--- src/rtl/ppp_frame_receiver_destuff_checksum_defines.svh ---
// Assertion macros shared by the PPP frame receiver RTL.
`ifndef PPP_FRAME_RECEIVER_DESTUFF_CHECKSUM_DEFINES_SVH
`define PPP_FRAME_RECEIVER_DESTUFF_CHECKSUM_DEFINES_SVH

// Check that a condition implies another one in the same cycle.
`define PFR_ASSERT_IMPLIES(label, clk, rst, cond, expr) \
   label: assert property (@(posedge clk) disable iff (rst) (cond) |-> (expr)) \
      else $error("same-cycle implication failed");

// Check that a condition implies another one in the next cycle.
`define PFR_ASSERT_NEXT(label, clk, rst, cond, expr) \
   label: assert property (@(posedge clk) disable iff (rst) (cond) |=> (expr)) \
      else $error("next-cycle implication failed");

`endif

--- src/rtl/pppfr_pkg.sv ---
// Types, constants and the checksum adder of the PPP frame receiver.
`default_nettype none

package pppfr_pkg;

   localparam logic [7:0]  ESCAPE_RESET = 8'b01111101;
   localparam logic [15:0] SUM_GOOD     = 16'hFFFF;
   localparam int          WORD_BITS    = 16;

   // One result item.
   typedef struct packed {
      logic [7:0]           out_byte;
      logic                 frame_end;
      logic                 frame_valid;
      logic [WORD_BITS-1:0] folded_sum;
   } rsp_type;

   // Add a word with end-around carry.
   function automatic logic [WORD_BITS-1:0] ones_add(
      input logic [WORD_BITS-1:0] acc,
      input logic [WORD_BITS-1:0] word
   );
      logic [WORD_BITS:0] total;
      total = {1'b0, acc} + {1'b0, word};
      return total[WORD_BITS-1:0] + {{(WORD_BITS-1){1'b0}}, total[WORD_BITS]};
   endfunction

endpackage

`default_nettype wire

--- src/rtl/ppp_frame_receiver_destuff_checksum.sv ---
// PPP frame receiver: flag stripping, byte destuffing and ones' complement checksum.
// A result item is registered into the rsp output register, or into the skid register while rsp is stalled.
// One item is accepted per cycle while req_stall is low; the frame state updates in the cycle of acceptance.
// req_stall rises only while the skid register holds an item behind a stalled rsp.
// Reset (synchronous, active high) clears the frame control state (not the held
// bytes) and both output slots, and sets the escape value to 125.
`default_nettype none
`include "ppp_frame_receiver_destuff_checksum_defines.svh"

module ppp_frame_receiver_destuff_checksum (
   input  wire logic        clock,
   input  wire logic        reset,
   input  wire logic        csr_wr_en,
   input  wire logic [7:0]  csr_wr_data,
   input  wire logic        req_valid,
   output logic             req_stall,
   input  wire logic [7:0]  req_frame_byte,
   input  wire logic        req_frame_last,
   output logic             rsp_valid,
   input  wire logic        rsp_stall,
   output logic [7:0]       rsp_out_byte,
   output logic             rsp_frame_end,
   output logic             rsp_frame_valid,
   output logic [15:0]      rsp_folded_sum
);

   // Configuration
   logic [7:0]  escape_ff, escape_in;

   // Frame state
   logic [7:0]  held0_ff, held0_in;
   logic [7:0]  held1_ff, held1_in;
   logic [1:0]  held_count_ff, held_count_in;
   logic        seen_opening_ff, seen_opening_in;
   logic        escape_pending_ff, escape_pending_in;
   logic        stopped_ff, stopped_in;
   logic [15:0] sum_ff, sum_in;
   logic [7:0]  high_half_ff, high_half_in;
   logic        half_pending_ff, half_pending_in;
   logic [1:0]  middle_count_ff, middle_count_in;

   // Output register and skid slot
   logic                  rsp_valid_ff, rsp_valid_in;
   pppfr_pkg::rsp_type    rsp_data_ff, rsp_data_in;
   logic                  skid_valid_ff, skid_valid_in;
   pppfr_pkg::rsp_type    skid_data_ff, skid_data_in;

   logic                  accept;
   logic                  out_free;
   logic                  has_result;
   pppfr_pkg::rsp_type    result;
   logic [7:0]            leaving;
   logic [15:0]           folded;
   logic                  frame_idle;

   assign accept   = req_valid && !skid_valid_ff;
   assign out_free = !rsp_valid_ff || !rsp_stall;

   // Advance the frame state for one accepted item
   always_comb begin
      held0_in          = held0_ff;
      held1_in          = held1_ff;
      held_count_in     = held_count_ff;
      seen_opening_in   = seen_opening_ff;
      escape_pending_in = escape_pending_ff;
      stopped_in        = stopped_ff;
      sum_in            = sum_ff;
      high_half_in      = high_half_ff;
      half_pending_in   = half_pending_ff;
      middle_count_in   = middle_count_ff;
      has_result        = 1'b0;
      result            = '0;
      leaving           = held0_ff;
      folded            = sum_ff;

      if (half_pending_ff) begin
         folded = pppfr_pkg::ones_add(sum_ff, {high_half_ff, 8'h00});
      end

      if (req_frame_last) begin
         // Report the folded sum and clear the frame
         has_result         = 1'b1;
         result.frame_end   = 1'b1;
         result.folded_sum  = folded;
         result.frame_valid = seen_opening_ff && (middle_count_ff >= 2'd2)
                              && (folded == pppfr_pkg::SUM_GOOD);
         held_count_in      = '0;
         seen_opening_in    = 1'b0;
         escape_pending_in  = 1'b0;
         stopped_in         = 1'b0;
         sum_in             = '0;
         high_half_in       = '0;
         half_pending_in    = 1'b0;
         middle_count_in    = '0;
      end else if (!seen_opening_ff) begin
         // Drop the opening flag
         seen_opening_in = 1'b1;
      end else begin
         // Pair bytes into words and add
         if (half_pending_ff) begin
            sum_in          = pppfr_pkg::ones_add(sum_ff, {high_half_ff, req_frame_byte});
            half_pending_in = 1'b0;
            high_half_in    = '0;
         end else begin
            high_half_in    = req_frame_byte;
            half_pending_in = 1'b1;
         end
         if (middle_count_ff != 2'd3) begin
            middle_count_in = middle_count_ff + 2'd1;
         end

         // Shift the two-byte delay and destuff the byte that leaves it
         if (held_count_ff == 2'd2) begin
            held0_in = held1_ff;
            held1_in = req_frame_byte;
            if (!stopped_ff) begin
               if (!escape_pending_ff && leaving == escape_ff) begin
                  escape_pending_in = 1'b1;
               end else begin
                  escape_pending_in = 1'b0;
                  if (leaving == 8'h00) begin
                     stopped_in = 1'b1;
                  end else begin
                     has_result      = 1'b1;
                     result.out_byte = leaving;
                  end
               end
            end
         end else begin
            if (held_count_ff[0]) begin
               held1_in = req_frame_byte;
            end else begin
               held0_in = req_frame_byte;
            end
            held_count_in = held_count_ff + 2'd1;
         end
      end
   end

   // Steer results into the output register or the skid slot
   always_comb begin
      rsp_valid_in  = rsp_valid_ff;
      rsp_data_in   = rsp_data_ff;
      skid_valid_in = skid_valid_ff;
      skid_data_in  = skid_data_ff;
      if (out_free) begin
         if (skid_valid_ff) begin
            rsp_valid_in  = 1'b1;
            rsp_data_in   = skid_data_ff;
            skid_valid_in = 1'b0;
         end else if (accept && has_result) begin
            rsp_valid_in = 1'b1;
            rsp_data_in  = result;
         end else begin
            rsp_valid_in = 1'b0;
         end
      end else if (accept && has_result) begin
         skid_valid_in = 1'b1;
         skid_data_in  = result;
      end
   end

   assign escape_in = csr_wr_en ? csr_wr_data : escape_ff;

   // Control and frame state registers
   always_ff @(posedge clock) begin
      if (reset) begin
         escape_ff         <= pppfr_pkg::ESCAPE_RESET;
         held_count_ff     <= '0;
         seen_opening_ff   <= 1'b0;
         escape_pending_ff <= 1'b0;
         stopped_ff        <= 1'b0;
         sum_ff            <= '0;
         high_half_ff      <= '0;
         half_pending_ff   <= 1'b0;
         middle_count_ff   <= '0;
         rsp_valid_ff      <= 1'b0;
         skid_valid_ff     <= 1'b0;
      end else begin
         escape_ff     <= escape_in;
         rsp_valid_ff  <= rsp_valid_in;
         skid_valid_ff <= skid_valid_in;
         if (accept) begin
            held_count_ff     <= held_count_in;
            seen_opening_ff   <= seen_opening_in;
            escape_pending_ff <= escape_pending_in;
            stopped_ff        <= stopped_in;
            sum_ff            <= sum_in;
            high_half_ff      <= high_half_in;
            half_pending_ff   <= half_pending_in;
            middle_count_ff   <= middle_count_in;
         end
      end
   end

   // Payload registers
   always_ff @(posedge clock) begin
      if (accept) begin
         held0_ff <= held0_in;
         held1_ff <= held1_in;
      end
      rsp_data_ff  <= rsp_data_in;
      skid_data_ff <= skid_data_in;
   end

   assign req_stall       = skid_valid_ff;
   assign rsp_valid       = rsp_valid_ff;
   assign rsp_out_byte    = rsp_data_ff.out_byte;
   assign rsp_frame_end   = rsp_data_ff.frame_end;
   assign rsp_frame_valid = rsp_data_ff.frame_valid;
   assign rsp_folded_sum  = rsp_data_ff.folded_sum;

   // Frame state sits at its cleared value
   assign frame_idle = (held_count_ff == 2'd0) && !seen_opening_ff && !half_pending_ff;

   // Skid slot only fills behind a held output item
   `PFR_ASSERT_IMPLIES(a_skid_behind_out, clock, reset, skid_valid_ff, rsp_valid_ff)
   // Delay never counts past two bytes
   `PFR_ASSERT_IMPLIES(a_held_count_range, clock, reset, 1'b1, held_count_ff != 2'd3)
   // Closing flag clears the frame state
   `PFR_ASSERT_NEXT(a_frame_clear, clock, reset, accept && req_frame_last, frame_idle)

endmodule

`default_nettype wire
--- config.mk ---
export PLATFORM = sky130hd
export DESIGN_NAME = ppp_frame_receiver_destuff_checksum
export DESIGN_NICKNAME = d
export VERILOG_FILES = /design/src/rtl/pppfr_pkg.sv /design/src/rtl/ppp_frame_receiver_destuff_checksum.sv
export VERILOG_INCLUDE_DIRS = /design/src /design/src/rtl
export SDC_FILE = /design/constraint.sdc
export NUM_CORES = 1
export LEC_CHECK = 0
export ABC_AREA = 1
export BUFFER_PORTS_ARGS = -buffer_cell sky130_fd_sc_hd__buf_4
export CORE_MARGIN = 1
export CORE_UTILIZATION = 55
export CTS_BUF_LIST = sky130_fd_sc_hd__clkbuf_8 sky130_fd_sc_hd__clkbuf_16
export DETAILED_ROUTE_END_ITERATION = 10
export PLACE_DENSITY = 0.82
export SYNTH_ARGS = -nofsm -noshare
export SYNTH_HDL_FRONTEND = slang
export SYNTH_SLANG_ARGS = --single-unit
--- constraint.sdc ---
create_clock -name clock -period 3 [get_ports clock]
set_input_delay 0.15 -clock clock [delete_from_list [all_inputs] [get_ports clock]]
set_output_delay 0.15 -clock clock [all_outputs]
set_load 0.05 [all_outputs]
==> flow_metrics.tcl <==
set metrics [dict create \
    layout.core_utilization_pct 75.1 \
    synthToLayoutAreaGrowth_pct 30.2 \
    worstHoldEndpoint "escape_ff[3]" \
    synth.cell_area_mm2 0.00636 \
    die-height_um 110 \
    post_synth_mux_area_share_pct 0 \
    syn_inst 835 \
    r2r_setup_slack_ps -310 \
    final_cell_mix "nand2_1 (269), buf_4 (127), inv_1 (84), edfxtp_1 (68), nor2_1 (60)" \
    maxSlewHeadroom_pct 49.2 \
    cts_num_sinks 110 \
    number_of_buffers_added_on_ports 49 \
    critical_path.max_fanout 4 \
    post_dr_vias_cell 5.81 \
    via_count 6463 \
    grt_pass1_vias 5873 \
    synth_async_sr_flop_share_pct 0 \
    detail_route.wirelength_mm 20.1 \
    floorplan.die_area_mm2 0.0120 \
    arrival_ps 3570 \
    seqPwrFrac_pct 50.8 \
    wire_per_inst_um 18.1 \
    crit_required_ps 3260 \
    fin_setup_tns_ps -3200 \
    max_slew_violation_count 0 \
    area_fraction_in_compound_gates_after_synthesis_pct 6.81 \
    switching_power_uw 860 \
    count_of_flip_flops_with_a_built_in_enable_after_synthesis 68 \
    nFillCells 769 \
    grt_setup_unrepaired "true" \
    synth_top_family_by_area "simple AND/OR/NAND/NOR gates" \
    run_status "finished, violations left" \
    yosys.area_share.adder_pct 5.35 \
    violations_in_the_final_reports "hold timing, setup timing" \
    multiInputGateArea_mm2 0.00341 \
    initial_antenna_violation_count 0 \
    endpoint_kind "flop" \
    share_of_post_route_cells_with_drive_strength_above_1_pct 28.8 \
    dp.cells 1059 \
    comb_power_share_pct 10.2 \
    drt-initial-drc-count 651 \
    final.setup.worst_slack_ps -313 \
    ctsRootBufferMaster "clkbuf_16" \
    clk-insertion-delay-late_ps 370 \
    cp_common_cell "nand2_1" \
    netSwitchingFraction_pct 26.3 \
    wire_length_of_the_first_global_routing_pass_mm 29.1 \
    hold-worst-slack_ps -1.31 \
    synth.net_count 883 \
    max-clock-path-buffers 2 \
    remaining_drc_errors 0 \
    fp-row-count 38 \
    setup_skew_after_layout_ps 18.9 \
    hold_class "in2reg" \
    gpl.final_weighted_congestion 0.983 \
    max_freq_ghz 0.302 \
    crit_start "high_half_ff[0]" \
    vdd_drop_max_v 0.000393 \
    power_density_mw_per_mm2 395 \
    die_width_um 110 \
    initial_utilization_pct 57.7 \
    cts.reportedPaths.clkPinSlew_ps 90 \
    synthXorXnorAreaFrac_pct 1.65 \
    worst_setup_path_start_kind "flop" \
    cap_violations 0 \
    critPathKind "reg2reg" \
    holdPathStages 3 \
    largest_net_degree_at_the_start_of_global_routing 33 \
    synth_ff_type "edfxtp_1" \
    intPower_uw 2410 \
    synth.top_cells.by_area "edfxtp_1 (32%), nand2_1 (17%), dfxtp_1 (13%)" \
    synth.yosys.seq_area_share_pct 45.3 \
    leftover_overflow_at_the_end_of_global_routing 0 \
    distinct_cell_type_count_of_the_synthesized_netlist 41 \
    design.final.nets 1015 \
    p_clk_share_pct 39.0 \
    register_area_mm2 0.00289 \
    postSynthAreaPerCell_um2 7.62 \
    worst_slew_pin_slew_ps 761 \
    clock_tree_from_tritoncts "built" \
    synth_top_area_share_pct 32.1 \
    final_common_cell "nand2_1" \
    rr_worst_depth 26 \
    ys_ff_latch 110 \
    ant_nets 0 \
    synthSimpleGateAreaFrac_pct 33.3 \
    setup_viol 20 \
    post-route-min-period_ps 3310 \
    yosysWarnings 0 \
    core_area_mm2 0.0110 \
    antennaDiodeCount 0 \
    p_leak_uw 0.00374 \
    htree_levels 3 \
    r2r_start "high_half_ff[0]" \
    critPathSlowestCell "dfxtp_2" \
    cts-buffers-inserted 9 \
    crit_path_max_incr_delay_ps 390 \
    crit_reg_reg_endpoint "sum_ff[14]" \
    finalHoldViolations 1 \
    pin_count 50 \
    min_from "csr_wr_data[3]" \
    p_total_uw 3270 \
    synth_largest_area_cell "edfxtp_1" \
    detail_route.first_pass.iterations 6 \
    dp.final_hpwl_mm 11.8 \
    final.period_utilization_pct 110 \
    grt_usage_pct 32.6 \
    finish.cell_count_without_fillers 1112 \
]
worst max-delay path by stage:
stage / endpoint / slack [ps] / depth (start not counted)
floorplan: skid_data_ff[16] / 20 / 21
global placement: skid_data_ff[16] / -50 / 21
detailed placement: skid_data_ff[16] / -140 / 21
CTS: rsp_frame_valid / -60 / 23
global route: skid_data_ff[16] / -550 / 20
finish: sum_ff[14] / -310 / 26
sequential cells by signal, indices dropped and copies added (netlist names), 8 cells and up:
register	flops
skid_data_ff	26
held0_ff	8
held1_ff	8
rsp_folded_sum	16
escape_ff	8
rsp_out_byte	8
high_half_ff	8
sum_ff	16
power by group through the flow:
stage	sequential (µW)	clock (µW)	combinational (µW)
floorplan	1740	0	142
global placement	1690	0	295
detailed placement	1690	0	302
CTS	1660	1270	310
global route	1660	1330	360
finish	1660	1280	332
metrics by stage:
step | cell area (µm²) | worst slack, ps
3_3_place_gp | 7230 | -47.1
5_1_grt | 8280 | -548
4_1_cts | 7920 | -56.8
2_1_floorplan | 6360 | 17.7
3_5_place_dp | 7230 | -143
6_report | 8280 | -313
worst max-delay path, delay by kind of cell (launching register included):
family,cells,cell delay [ps]
AND/OR/NAND/NOR,15,1410
adder cells (fa/ha/maj),4,840
buffers and inverters,7,560
flip-flops,1,390
area by class of cell:
cell class	instances	area share (%)
Multi-Input combinational cell	601	41.1
Sequential cell	110	34.9
Timing Repair Buffer	140	13.2
Inverter	105	4.82
Clock buffer	9	2.72
Tap cell	140	2.11
Clock inverter	7	1.09
Yosys cell counts (2+ instances only):
master    instances
nand4_1          16
fa_1              2
a211oi_1          3
nor3_2            2
edfxtp_1         68
a21oi_1          35
xor2_1            8
nand2_2          14
a21oi_2           2
dfxtp_1          42
clkinv_1          3
xnor2_1           4
o21bai_1          2
nor2_2            5
nor2_1           68
nand3_2           8
inv_1            97
nand2_1         288
o22ai_1           3
inv_2             5
buf_2             4
ha_1             24
buf_4             2
nor3_1           11
clkbuf_1         10
or2_2             2
nor2_4            4
buf_1             3
o21ai_0          26
nand3_1          63
what timing repair did:
item                                   CTS  global route
setup endpoints to repair               10            31
pin swaps                               24            55
resized for setup                       36            92
endpoints found under the hold margin    2             0
hold buffers                             2             0
buffers inserted                        29            15
layer usage:
| layer | track usage [%] | up-vias | share of wire, % |
|---|---|---|---|
| met4 | 17.4 | 0 | 6.7 |
| li1 | - | 2984 | - |
| met1 | 39.9 | 2955 | 37 |
| met2 | 52.3 | 405 | 46 |
| met3 | 8.77 | 119 | 9.7 |
| met5 | 0 | - | 0 |
kinds of logic (layout without fill, tap and decap cells):
group | Yosys count | count (layout)
buffers and inverters | 124 | 261
and+or+nand+nor | 485 | 485
AOI/OAI and AO/OA | 78 | 78
adders and majority gates | 26 | 26
xor gates and xnor gates | 12 | 12
DFF | 110 | 110
Power figures use the tool's default switching activity.
